[config.mk]
export PLATFORM = sky130hd
export DESIGN_NAME = ubtr_utf8_dec
export DESIGN_NICKNAME = d
export VERILOG_FILES = /design/src/design/utf8_bitmap_text_renderer_core_assert.svh /design/src/design/ubtr_pkg.sv /design/src/design/ubtr_utf8_dec.sv
export SDC_FILE = /design/constraint.sdc
export NUM_CORES = 1
export LEC_CHECK = 0
export ABC_AREA = 1
export BUFFER_PORTS_ARGS = -buffer_cell sky130_fd_sc_hd__buf_4
export CAP_MARGIN = 20
export CORE_ASPECT_RATIO = 1.1
export CORE_MARGIN = 5
export CORE_UTILIZATION = 27
export DETAILED_ROUTE_END_ITERATION = 6
export GPL_TIMING_DRIVEN = 0
export MAX_ROUTING_LAYER = met4
export SLEW_MARGIN = 30
export SYNTH_ARGS = -nofsm -noshare
export SYNTH_HDL_FRONTEND = slang
export SYNTH_SLANG_ARGS = --single-unit
[constraint.sdc]
create_clock -name clk -period 1.1 [get_ports clk]
set_input_delay 0.11 -clock clk [delete_from_list [all_inputs] [get_ports clk]]
set_output_delay 0.11 -clock clk [all_outputs]
set_load 0.02 [all_outputs]
[src/design/utf8_bitmap_text_renderer_core_assert.svh]
`ifndef UTF8_BITMAP_TEXT_RENDERER_CORE_ASSERT_SVH
`define UTF8_BITMAP_TEXT_RENDERER_CORE_ASSERT_SVH

// Checks that a condition holds in the same cycle as its trigger.
`define UBTR_ASSERT_SAME(lbl, ante, cons, msg) \
  lbl: assert property (@(posedge clk) disable iff (!rst_n) (ante) |-> (cons)) else $error(msg);

// Checks that a condition holds in the cycle after its trigger.
`define UBTR_ASSERT_NEXT(lbl, ante, cons, msg) \
  lbl: assert property (@(posedge clk) disable iff (!rst_n) (ante) |=> (cons)) else $error(msg);

`endif

[src/design/ubtr_pkg.sv]
package ubtr_pkg;

  localparam int GLYPH_STORE_DEPTH = 4096;
  localparam int MAX_GLYPH_HEIGHT  = 16;
  localparam int MAX_GLYPH_WIDTH   = 8;
  localparam int RESULT_LIMIT      = 16;

  localparam int GS_AW     = $clog2(GLYPH_STORE_DEPTH);
  localparam int ROW_LIMIT = (MAX_GLYPH_HEIGHT < RESULT_LIMIT) ? MAX_GLYPH_HEIGHT : RESULT_LIMIT;
  localparam int RW        = $clog2(ROW_LIMIT + 1);

  localparam logic [1:0] CMD_LOAD  = 2'd0;
  localparam logic [1:0] CMD_START = 2'd1;
  localparam logic [1:0] CMD_TEXT  = 2'd2;

  localparam logic [2:0] REG_GLYPH_WIDTH  = 3'd0;
  localparam logic [2:0] REG_GLYPH_HEIGHT = 3'd1;
  localparam logic [2:0] REG_FIRST_CODE   = 3'd2;
  localparam logic [2:0] REG_LAST_CODE    = 3'd3;
  localparam logic [2:0] REG_CHAR_SPACING = 3'd4;
  localparam logic [2:0] REG_LINE_PITCH   = 3'd5;
  localparam logic [2:0] REG_BUF_WIDTH    = 3'd6;
  localparam logic [2:0] REG_BUF_HEIGHT   = 3'd7;

  localparam logic [20:0] CODE_LF       = 21'h0A;
  localparam logic [20:0] CODE_CR       = 21'h0D;
  localparam logic [20:0] CODE_QUESTION = 21'h3F;

  localparam logic [7:0] UTF8_CONT_MIN = 8'h80;
  localparam logic [7:0] UTF8_LEAD3    = 8'hE0;
  localparam logic [7:0] UTF8_LEAD4    = 8'hF0;

  typedef struct packed {
    logic [1:0]         command;
    logic [11:0]        glyph_address;
    logic [7:0]         glyph_row;
    logic signed [15:0] origin_x;
    logic signed [15:0] origin_y;
    logic [7:0]         text_byte;
  } in_req_t;

  typedef struct packed {
    logic [11:0]        row_y;
    logic signed [15:0] col_x;
    logic [7:0]         pixel_mask;
    logic               last_row;
  } out_rsp_t;

  typedef struct packed {
    logic       clear;
    logic       byte_en;
    logic [7:0] data;
  } dec_in_t;

  typedef struct packed {
    logic        code_valid;
    logic [20:0] code;
  } dec_out_t;

endpackage

[src/design/ubtr_utf8_dec.sv]
module ubtr_utf8_dec (
  input  logic              clk,
  input  logic              rst_n,
  input  ubtr_pkg::dec_in_t dec_in,
  output ubtr_pkg::dec_out_t dec_out
);
  import ubtr_pkg::*;

  logic [1:0]  pending_r, pending_nxt;
  logic [20:0] partial_r, partial_nxt;
  logic [20:0] joined;

  assign joined = {partial_r[14:0], dec_in.data[5:0]};

  always_comb begin
    dec_out.code_valid = 1'b0;
    dec_out.code       = {13'd0, dec_in.data};
    pending_nxt        = pending_r;
    partial_nxt        = partial_r;
    if (dec_in.clear) begin
      pending_nxt = 2'd0;
      partial_nxt = 21'd0;
    end else if (dec_in.byte_en) begin
      if (pending_r == 2'd0) begin
        if (dec_in.data < UTF8_CONT_MIN) begin
          dec_out.code_valid = 1'b1;
        end else if (dec_in.data < UTF8_LEAD3) begin
          partial_nxt = {16'd0, dec_in.data[4:0]};
          pending_nxt = 2'd1;
        end else if (dec_in.data < UTF8_LEAD4) begin
          partial_nxt = {17'd0, dec_in.data[3:0]};
          pending_nxt = 2'd2;
        end else begin
          partial_nxt = {18'd0, dec_in.data[2:0]};
          pending_nxt = 2'd3;
        end
      end else begin
        pending_nxt  = pending_r - 2'd1;
        dec_out.code = joined;
        if (pending_r == 2'd1) begin
          dec_out.code_valid = 1'b1;
          partial_nxt        = 21'd0;
        end else begin
          partial_nxt = joined;
        end
      end
    end
  end

  always_ff @(posedge clk) begin
    if (!rst_n) begin
      pending_r <= 2'd0;
      partial_r <= 21'd0;
    end else begin
      pending_r <= pending_nxt;
      partial_r <= partial_nxt;
    end
  end

endmodule

==> impl_metrics.env, run 1 <==
export IMPL_wl_per_cell_microns=11.7
export IMPL_total_power_mw=1.26
export IMPL_grt_overflow=0
export IMPL_viasPerCell=4.36
export IMPL_crit_slowest_cell="dfxtp_4"
export IMPL_slew_viol_final=0
export IMPL_clock_fmax_mhz=676
export IMPL_final_antenna_net_count=0
export IMPL_dr_pass1_iters=4
export IMPL_multiInputGateArea_sq_um=559
export IMPL_clk_path_buf_depth=2
export IMPL_grt_first_pass_wirelength_microns=4410
export IMPL_cp_top_family="buffers and inverters"
export IMPL_root_buffer="clkbuf_4"
export IMPL_start_util=0.278
export IMPL_io_buffers=33
export IMPL_worst_ep_arrival_time_ns=1.37
export IMPL_crit_chain="inv_4, nand2_4, nand3_4, buf_12, buf_12, nor2_4, buf_6"
export IMPL_cts_hold_buffers=0
export IMPL_groute_usage_overall=0.127
export IMPL_final_cell_area_sq_um=1660
export IMPL_numCtsBuffers=3
export IMPL_nFillCells=318
export IMPL_gp_congestion=0.698
export IMPL_drtIter0Drc=48
export IMPL_numClockSinks=17
export IMPL_p_leak_nw=0.632
export IMPL_hold_path_class="in -> reg"
export IMPL_route_detailed_drc=0
export IMPL_drive_gt1_frac=0.554
export IMPL_report_final_setup_viol=31
export IMPL_worst_setup_hold_path_clk_slew_ns=0.10
export IMPL_core_area_sq_um=3330
export IMPL_max_slew_margin=0.722
export IMPL_netlist_area_sq_um=925
export IMPL_ys_warn_count=0
export IMPL_final_cell_mix="buf_4, nand2_1, inv_1, dfxtp_1, buf_6"
export IMPL_hold_viol=0
export IMPL_fp_dieH_microns=71.4
export IMPL_vias=1011
export IMPL_boundaryPins=34
export IMPL_dieArea_sq_um=4700
export IMPL_power_density_nw_per_um2=755
export IMPL_rows=22
export IMPL_place_area_sq_um=1330
export IMPL_dpl_hpwl_microns=1840
export IMPL_start_kind="flop"
export IMPL_worstMarginPinSlew_ns=0.416
export IMPL_h_tree_depth=1
export IMPL_cpPeakStageDelay_ns=0.37
export IMPL_fin_ws_ns=-0.378
export IMPL_antenna_found_initial=0
export IMPL_synth_cell_types=19
export IMPL_cts_tree="yes"
export IMPL_postSynthAreaPerCell_sq_um=7.11
export IMPL_status="complete, but fails checks"
export IMPL_syn_inst=130
export IMPL_die_w_microns=65.8
export IMPL_final_common_cell="buf_4"
export IMPL_cp_common_cell="buf_12"
export IMPL_rsz0062_at_grt="true"
export IMPL_finClkSkew_ns=0.00341
export IMPL_grt_pass1_vias=931
export IMPL_crit_type="reg -> out"
export IMPL_num_antenna_cells=0
export IMPL_seq_area_sq_um=348
export IMPL_routed_wirelength_microns=2710
export IMPL_post_place_ws_ns=-0.173
export IMPL_grt_max_degree=11
export IMPL_ir_drop_mv=0.255
export IMPL_synth_seq_area_share=0.368
export IMPL_crit_buf_inv=4
export IMPL_finalSetupTns_ns=-6.78
export IMPL_cap_violations=0
export IMPL_synth_seq_cells=17
export IMPL_synth_nets=142
export IMPL_final_util=0.500
export IMPL_syn2layout_area_growth_pct=80.0
export IMPL_cp_required_ns=0.99
export IMPL_num_nets_final=197
export IMPL_clk_latency_ns=0.29
export IMPL_fin_crit_ns=1.48
export IMPL_finalCritPeriodShare=1.34
export IMPL_violations="negative setup slack"
export IMPL_endpoint_kind="output pin"
export IMPL_cp_max_fo=5
## cell families after synthesis
group                  after synthesis  share of synthesized area
buffers and inverters               30                      0.166
AO/OA/AOI/OAI                       21                      0.160
flip-flops                          17                      0.368
AND/OR/NAND/NOR                     62                      0.306
## metal layers
metal,GRT usage,part of all wire,vias up
met1,0.129,0.38,469
met2,0.228,0.54,27
li1,-,-,511
met5,-,0,-
met4,0.0691,0.023,0
met3,0.0219,0.049,4
## path summary, 6_finish.rpt
check | from | to | slack (ns) | cells past startpoint
worst min-delay path | dec_in[5] | partial_r[5] | 0.10 | 3
worst max register to register | pending_r[0] | partial_r[11] | -0.13 | 8
worst min register to register | partial_r[7] | partial_r[7] | 0.49 | 2
worst max-delay path | pending_r[1] | dec_out[11] | -0.38 | 7
## flip-flops by register name (all words and copies together) (netlist names)
signal and cells:
pending_r 2, partial_r 15
## cell usage after synthesis
cell type   n  share of area
a21boi_0    1         0.0081
a21oi_1     5          0.027
a21oi_2     6          0.057
a22oi_1     7          0.057
buf_12      1          0.022
buf_2       2          0.011
buf_4       6          0.049
clkinv_1    1         0.0041
dfxtp_1    17           0.37
inv_1      20          0.081
nand2_1    20          0.081
nand2_2     8          0.054
nand2_4     1          0.012
nand3_1     8          0.043
nand3_2     1          0.011
nand3b_1    1         0.0081
nor2_1     22          0.089
nor2_2      1         0.0068
o21ai_0     2          0.011
## repair_timing
item / in CTS / in global routing
gates resized for setup: 25 / 14
setup endpoints to repair: 33 / 33
buffers inserted: 13 / 4
gates cloned: 2 / 0
pin swaps: 6 / 9
## report_power, final
| part | internal (mW) | switching, mW | total [mW] |
|---|---|---|---|
| Sequential | 0.618 | 0.00667 | 0.625 |
| Combinational | 0.151 | 0.148 | 0.299 |
| Clock | 0.135 | 0.197 | 0.332 |
## tightest hold or removal path: stages
cell,delay [ns]
buf_4,0.12
nand2_1,0.08
a21oi_2,0.05
## stage by stage
step	hold slack, ns	cells
4_1_cts	0.0892	230
6_report	0.104	232
3_5_place_dp	0.406	211
5_1_grt	0.0914	232
3_3_place_gp	0.399	211
2_1_floorplan	0.259	130
## cell type report
type | instances | area share
multi-input combinational | 83 | 0.336
timing repair buffer | 50 | 0.296
sequential | 17 | 0.209
buffer | 9 | 0.0541
inverter | 21 | 0.0519
tap | 48 | 0.0361
clock buffer | 3 | 0.0135
clock inverter | 1 | 0.00301
Note: power is estimated with default switching activity, not from simulation.
==> run 2: changes to the inputs <==
Settings changed: SETUP_SLACK_MARGIN set to 0.4.
==> impl_metrics.env, run 2 (same netlist as run 1, synthesis figures left out) <==
export IMPL_status="complete, but fails checks"
export IMPL_violations="negative setup slack"
export IMPL_start_util=0.278
export IMPL_clk_path_buf_depth=2
export IMPL_final_cell_mix="buf_4, inv_1, nand2_1, buf_6, dfxtp_1"
export IMPL_fin_crit_ns=1.47
export IMPL_p_leak_nw=0.616
export IMPL_power_density_nw_per_um2=774
export IMPL_reg_largest_list="partial_r: 15 flops, pending_r: 2 flops"
export IMPL_num_nets_final=192
export IMPL_dr_pass1_iters=4
export IMPL_switching_power_uw=366
export IMPL_groute_usage_overall=0.129
export IMPL_dpl_hpwl_microns=1840
export IMPL_max_slew_margin=0.750
export IMPL_gp_congestion=0.844
export IMPL_root_buffer="clkbuf_4"
export IMPL_whs_endpoint="partial_r[5]"
export IMPL_rows=22
export IMPL_pwr_share_comb=0.238
export IMPL_finClkSkew_ns=0.00860
export IMPL_regMostFlops="partial_r"
export IMPL_fin_ws_ns=-0.372
export IMPL_grt_pass1_vias=995
export IMPL_die_w_microns=65.8
export IMPL_hold_depth=3
export IMPL_endpoint_kind="output pin"
export IMPL_cap_violations=0
export IMPL_clock_fmax_mhz=679
export IMPL_fp_dieH_microns=71.4
export IMPL_largest_reg_flops=15
export IMPL_syn2layout_area_growth_pct=78.8
export IMPL_worstMarginPinSlew_ns=0.374
export IMPL_wl_per_cell_microns=12.6
export IMPL_h_tree_depth=1
export IMPL_crit_type="reg -> out"
export IMPL_final_antenna_net_count=0
export IMPL_grt_overflow=0
export IMPL_r2r_start="pending_r[1]"
export IMPL_grt_first_pass_wirelength_microns=4510
export IMPL_ff2ff_setup_slack_ns=-0.19
export IMPL_numCtsBuffers=3
export IMPL_p_sw_frac=0.286
export IMPL_report_final_setup_viol=33
export IMPL_hold_viol=0
export IMPL_intPower_uw=913
export IMPL_viasPerCell=4.47
export IMPL_core_area_sq_um=3330
export IMPL_slew_viol_final=0
export IMPL_final_common_cell="buf_4"
export IMPL_clk_latency_ns=0.30
export IMPL_vias=1015
export IMPL_io_buffers=33
export IMPL_final_cells=227
export IMPL_crit_chain="inv_4, nand2_4, nand3_4, buf_8, o21ai_4, buf_6"
export IMPL_pwr_share_seq=0.491
export IMPL_ir_drop_mv=0.291
export IMPL_route_detailed_drc=0
export IMPL_crit_slowest_cell="dfxtp_2"
export IMPL_worst_ep_arrival_time_ns=1.36
export IMPL_drtIter0Drc=53
export IMPL_cts_tree="yes"
export IMPL_finalCritPeriodShare=1.34
export IMPL_reg2regPathDepth=7
export IMPL_boundaryPins=34
export IMPL_cpPeakStageDelay_ns=0.37
export IMPL_grt_max_degree=11
export IMPL_antenna_found_initial=0
export IMPL_num_antenna_cells=0
export IMPL_nFillCells=311
export IMPL_rsz0062_at_grt="true"
export IMPL_routed_wirelength_microns=2850
export IMPL_numClockSinks=17
export IMPL_post_place_ws_ns=-0.114
export IMPL_cts_hold_buffers=0
export IMPL_worst_setup_hold_path_clk_slew_ns=0.11
export IMPL_cp_max_fo=6
export IMPL_cp_required_ns=0.99
export IMPL_hold_path_class="in -> reg"
export IMPL_timing_rr_end="partial_r[2]"
export IMPL_hold_start="dec_in[5]"
export IMPL_clock_power_share=0.272
export IMPL_start_kind="flop"
export IMPL_dieArea_sq_um=4700
export IMPL_dp_cells=211
export IMPL_drive_gt1_frac=0.570
==> run 2: changes by cell type in the layout (fill, tap and decap cells not counted), moves of 2 or more <==
| cell | before | now |
|---|---|---|
| buf_12 | 5 | 2 |
| buf_4 | 37 | 32 |
| nor2_4 | 13 | 11 |
| buf_6 | 14 | 16 |
| nand2_2 | 7 | 9 |
| o21ai_4 | 0 | 2 |
| nand2_1 | 20 | 17 |
| o21ai_1 | 2 | 0 |
==> run 2: worst max path at each step <==
stage | start | to | slack, ns | depth (start not counted)
after detailed placement | pending_r[0] | dec_out[11] | -0.11 | 6
after CTS | pending_r[1] | dec_out[6] | -0.38 | 6
after floorplan | pending_r[0] | dec_out[11] | 0.04 | 5
after global placement | pending_r[0] | dec_out[11] | -0.10 | 6
after global routing | pending_r[0] | dec_out[7] | -0.41 | 6
final | pending_r[0] | dec_out[6] | -0.37 | 6
==> run 2: routing by layer <==
layer / vias up / wire length [microns] / track usage
li1: 500 / - / -
met1: 473 / 1120 / 0.127
met2: 32 / 1490 / 0.231
met3: 10 / 127 / 0.0251
met4: 0 / 105 / 0.0737
met5: - / 0 / -
==> run 2: stage by stage <==
step	util	cell area, sq um	power, mW	hold WS, ns	TNS [ns]
detailed placement	0.403	1340	0.873	0.404	-0.967
CTS	0.477	1590	1.26	0.0849	-5.93
global route	0.496	1650	1.33	0.0705	-8.29
global placement	0.403	1340	0.871	0.397	-0.811
floorplan	-	1030	0.782	0.259	0
finish	0.496	1650	1.28	0.0798	-6.82
==> run 2: power by group through the flow <==
stage	Clock, mW	Combinational, mW	Sequential, mW
floorplan	0	0.140	0.642
global placement	0	0.227	0.644
detailed placement	0	0.229	0.644
CTS	0.348	0.285	0.626
global route	0.381	0.324	0.629
finish	0.347	0.304	0.627
==> run 2: worst max-delay path: cells and delay by family (launching register included) <==
kind / cells / cell delay [ns]
AO/OA/AOI/OAI: 1 / 0.13
buffers and inverters: 3 / 0.36
flip-flops: 1 / 0.37
AND/OR/NAND/NOR: 2 / 0.19
==> run 2: area by class of cell <==
class	instances	area, sq um	area share
Multi-Input combinational cell	83	592	0.358
Sequential cell	17	345	0.209
Tap cell	48	60.1	0.0363
Inverter	21	88.8	0.0537
Timing Repair Buffer	45	450	0.273
Clock buffer	4	26.3	0.0159
Buffer	9	90.1	0.0545
==> run 2: timing repair <==
item	4_1_cts	5_1_grt
setup endpoints to repair	33	33
resized for setup	26	13
pin swaps	7	5
buffers inserted	8	2
cloned	2	0
==> run 3: changes to the inputs <==
Settings changed: SETUP_SLACK_MARGIN 0.4 to 0.5.
==> impl_metrics.env, run 3 (same netlist as run 1, synthesis figures left out) <==
export IMPL_fin_ws_ns=-0.371
export IMPL_rows=22
export IMPL_cts_tree="yes"
export IMPL_cap_violations=0
export IMPL_total_power_mw=1.29
export IMPL_crit_slowest_cell="dfxtp_2"
export IMPL_cts_hold_buffers=0
export IMPL_worstMarginPinSlew_ns=0.380
export IMPL_report_final_setup_viol=32
export IMPL_max_slew_margin=0.746
export IMPL_dpl_hpwl_microns=1840
export IMPL_vias=1012
export IMPL_cpPeakStageDelay_ns=0.37
export IMPL_reg_largest_list="partial_r: 15 flops, pending_r: 2 flops"
export IMPL_multiInputGateArea_sq_um=592
export IMPL_seq_area_sq_um=345
export IMPL_routed_wirelength_microns=2890
export IMPL_pwr_share_seq=0.486
export IMPL_final_cell_mix="buf_4, buf_6, inv_1, nand2_1, dfxtp_1"
export IMPL_grt_overflow=0
export IMPL_dr_pass1_iters=4
export IMPL_hold_path_class="in -> reg"
export IMPL_hold_start="dec_in[5]"
export IMPL_ir_drop_mv=0.299
export IMPL_reg2regPathDepth=7
export IMPL_clk_latency_ns=0.30
export IMPL_groute_usage_overall=0.131
export IMPL_violations="negative setup slack"
export IMPL_nFillCells=308
export IMPL_hold_worst_slack_ns=0.0806
export IMPL_num_nets_final=192
export IMPL_slew_viol_final=0
export IMPL_finalCritPeriodShare=1.34
export IMPL_drtIter0Drc=60
export IMPL_status="complete, but fails checks"
export IMPL_numCtsBuffers=3
export IMPL_boundaryPins=34
export IMPL_r2r_start="pending_r[1]"
export IMPL_finClkSkew_ns=0.00772
export IMPL_timing_rr_end="partial_r[2]"
export IMPL_cp_top_family="flip-flops"
export IMPL_viasPerCell=4.46
export IMPL_num_antenna_cells=0
export IMPL_intPower_uw=921
export IMPL_syn2layout_area_growth_pct=81.6
export IMPL_antenna_found_initial=0
export IMPL_worst_ep_arrival_time_ns=1.36
export IMPL_regMostFlops="partial_r"
export IMPL_fp_dieH_microns=71.4
export IMPL_final_antenna_net_count=0
export IMPL_numClockSinks=17
export IMPL_cp_max_fo=6
export IMPL_drive_gt1_frac=0.570
export IMPL_core_area_sq_um=3330
export IMPL_rsz0062_at_grt="true"
export IMPL_start_util=0.278
export IMPL_clock_power_share=0.269
export IMPL_grt_pass1_vias=1011
export IMPL_root_buffer="clkbuf_4"
export IMPL_crit_buf_inv=3
export IMPL_final_util=0.504
export IMPL_ff2ff_setup_slack_ns=-0.18
export IMPL_io_buffers=33
export IMPL_cp_required_ns=0.99
export IMPL_largest_reg_flops=15
export IMPL_gp_congestion=0.844
export IMPL_hold_viol=0
export IMPL_start_kind="flop"
export IMPL_die_w_microns=65.8
export IMPL_hold_depth=3
export IMPL_whs_endpoint="partial_r[5]"
export IMPL_wl_per_cell_microns=12.7
export IMPL_p_leak_nw=0.625
export IMPL_power_density_nw_per_um2=768
export IMPL_grt_max_degree=11
export IMPL_final_common_cell="buf_4"
export IMPL_crit_chain="inv_4, nand2_4, nand3_4, buf_8, o21ai_4, buf_6"
export IMPL_fin_crit_ns=1.47
export IMPL_crit_type="reg -> out"
export IMPL_h_tree_depth=1
export IMPL_dieArea_sq_um=4700
export IMPL_worst_setup_hold_path_clk_slew_ns=0.10
export IMPL_p_sw_frac=0.286
export IMPL_switching_power_uw=369
export IMPL_post_place_ws_ns=-0.114
export IMPL_grt_first_pass_wirelength_microns=4590
export IMPL_pwr_share_comb=0.245
export IMPL_clk_path_buf_depth=2
export IMPL_clock_fmax_mhz=680
export IMPL_endpoint_kind="output pin"
export IMPL_route_detailed_drc=0
## run 3: changes by cell type in the layout (fill, tap and decap cells not counted)
cell	before	now
buf_6	16	23
buf_4	32	25
## run 3: worst max path at each step
stage | endpoint | cells after the start | slack [ns] | startpoint
after floorplan | dec_out[11] | 5 | 0.04 | pending_r[0]
after detailed placement | dec_out[11] | 6 | -0.11 | pending_r[0]
after global placement | dec_out[11] | 6 | -0.10 | pending_r[0]
after CTS | dec_out[6] | 6 | -0.38 | pending_r[1]
after global routing | dec_out[7] | 6 | -0.41 | pending_r[0]
final | dec_out[6] | 6 | -0.37 | pending_r[0]
## run 3: tightest hold or removal path, stage by stage
cell	delay (ns)
buf_4	0.12
nand2_1	0.06
a21oi_1	0.06
## run 3: repair_timing
| item | 4_1_cts | 5_1_grt |
|---|---|---|
| endpoints found under the setup margin | 37 | 36 |
| setup buffers | 8 | 2 |
| gates cloned | 2 | 0 |
| pin swaps | 7 | 5 |
| gates resized for setup | 30 | 16 |
## run 3: metal layers
layer / vias up / wire (microns) / track usage / share of wire
met5: - / 0 / - / 0
met4: 0 / 83 / 0.0737 / 0.029
met3: 7 / 116 / 0.0251 / 0.040
met2: 30 / 1530 / 0.235 / 0.53
met1: 476 / 1160 / 0.129 / 0.40
li1: 499 / - / - / -
## run 3: power by group through the flow
stage	sequential, mW	combinational [mW]	clock, mW
floorplan	0.642	0.140	0
global placement	0.644	0.227	0
detailed placement	0.644	0.229	0
CTS	0.626	0.292	0.348
global route	0.629	0.335	0.381
finish	0.627	0.316	0.347
## run 3: final cells by class
type | count | share of cell area
clock buffers | 4 | 0.0156
repair buffers | 45 | 0.282
well taps | 48 | 0.0358
multi-input cells | 83 | 0.352
plain buffers | 9 | 0.0559
flip-flops and latches | 17 | 0.206
inverters | 21 | 0.0529
## run 3: metrics by stage
step / cell area, sq um / setup TNS [ns] / instances
floorplan: 1030 / 0 / 130
global placement: 1340 / -0.811 / 211
detailed placement: 1340 / -0.967 / 211
CTS: 1600 / -5.93 / 225
global route: 1680 / -8.20 / 227
finish: 1680 / -6.69 / 227
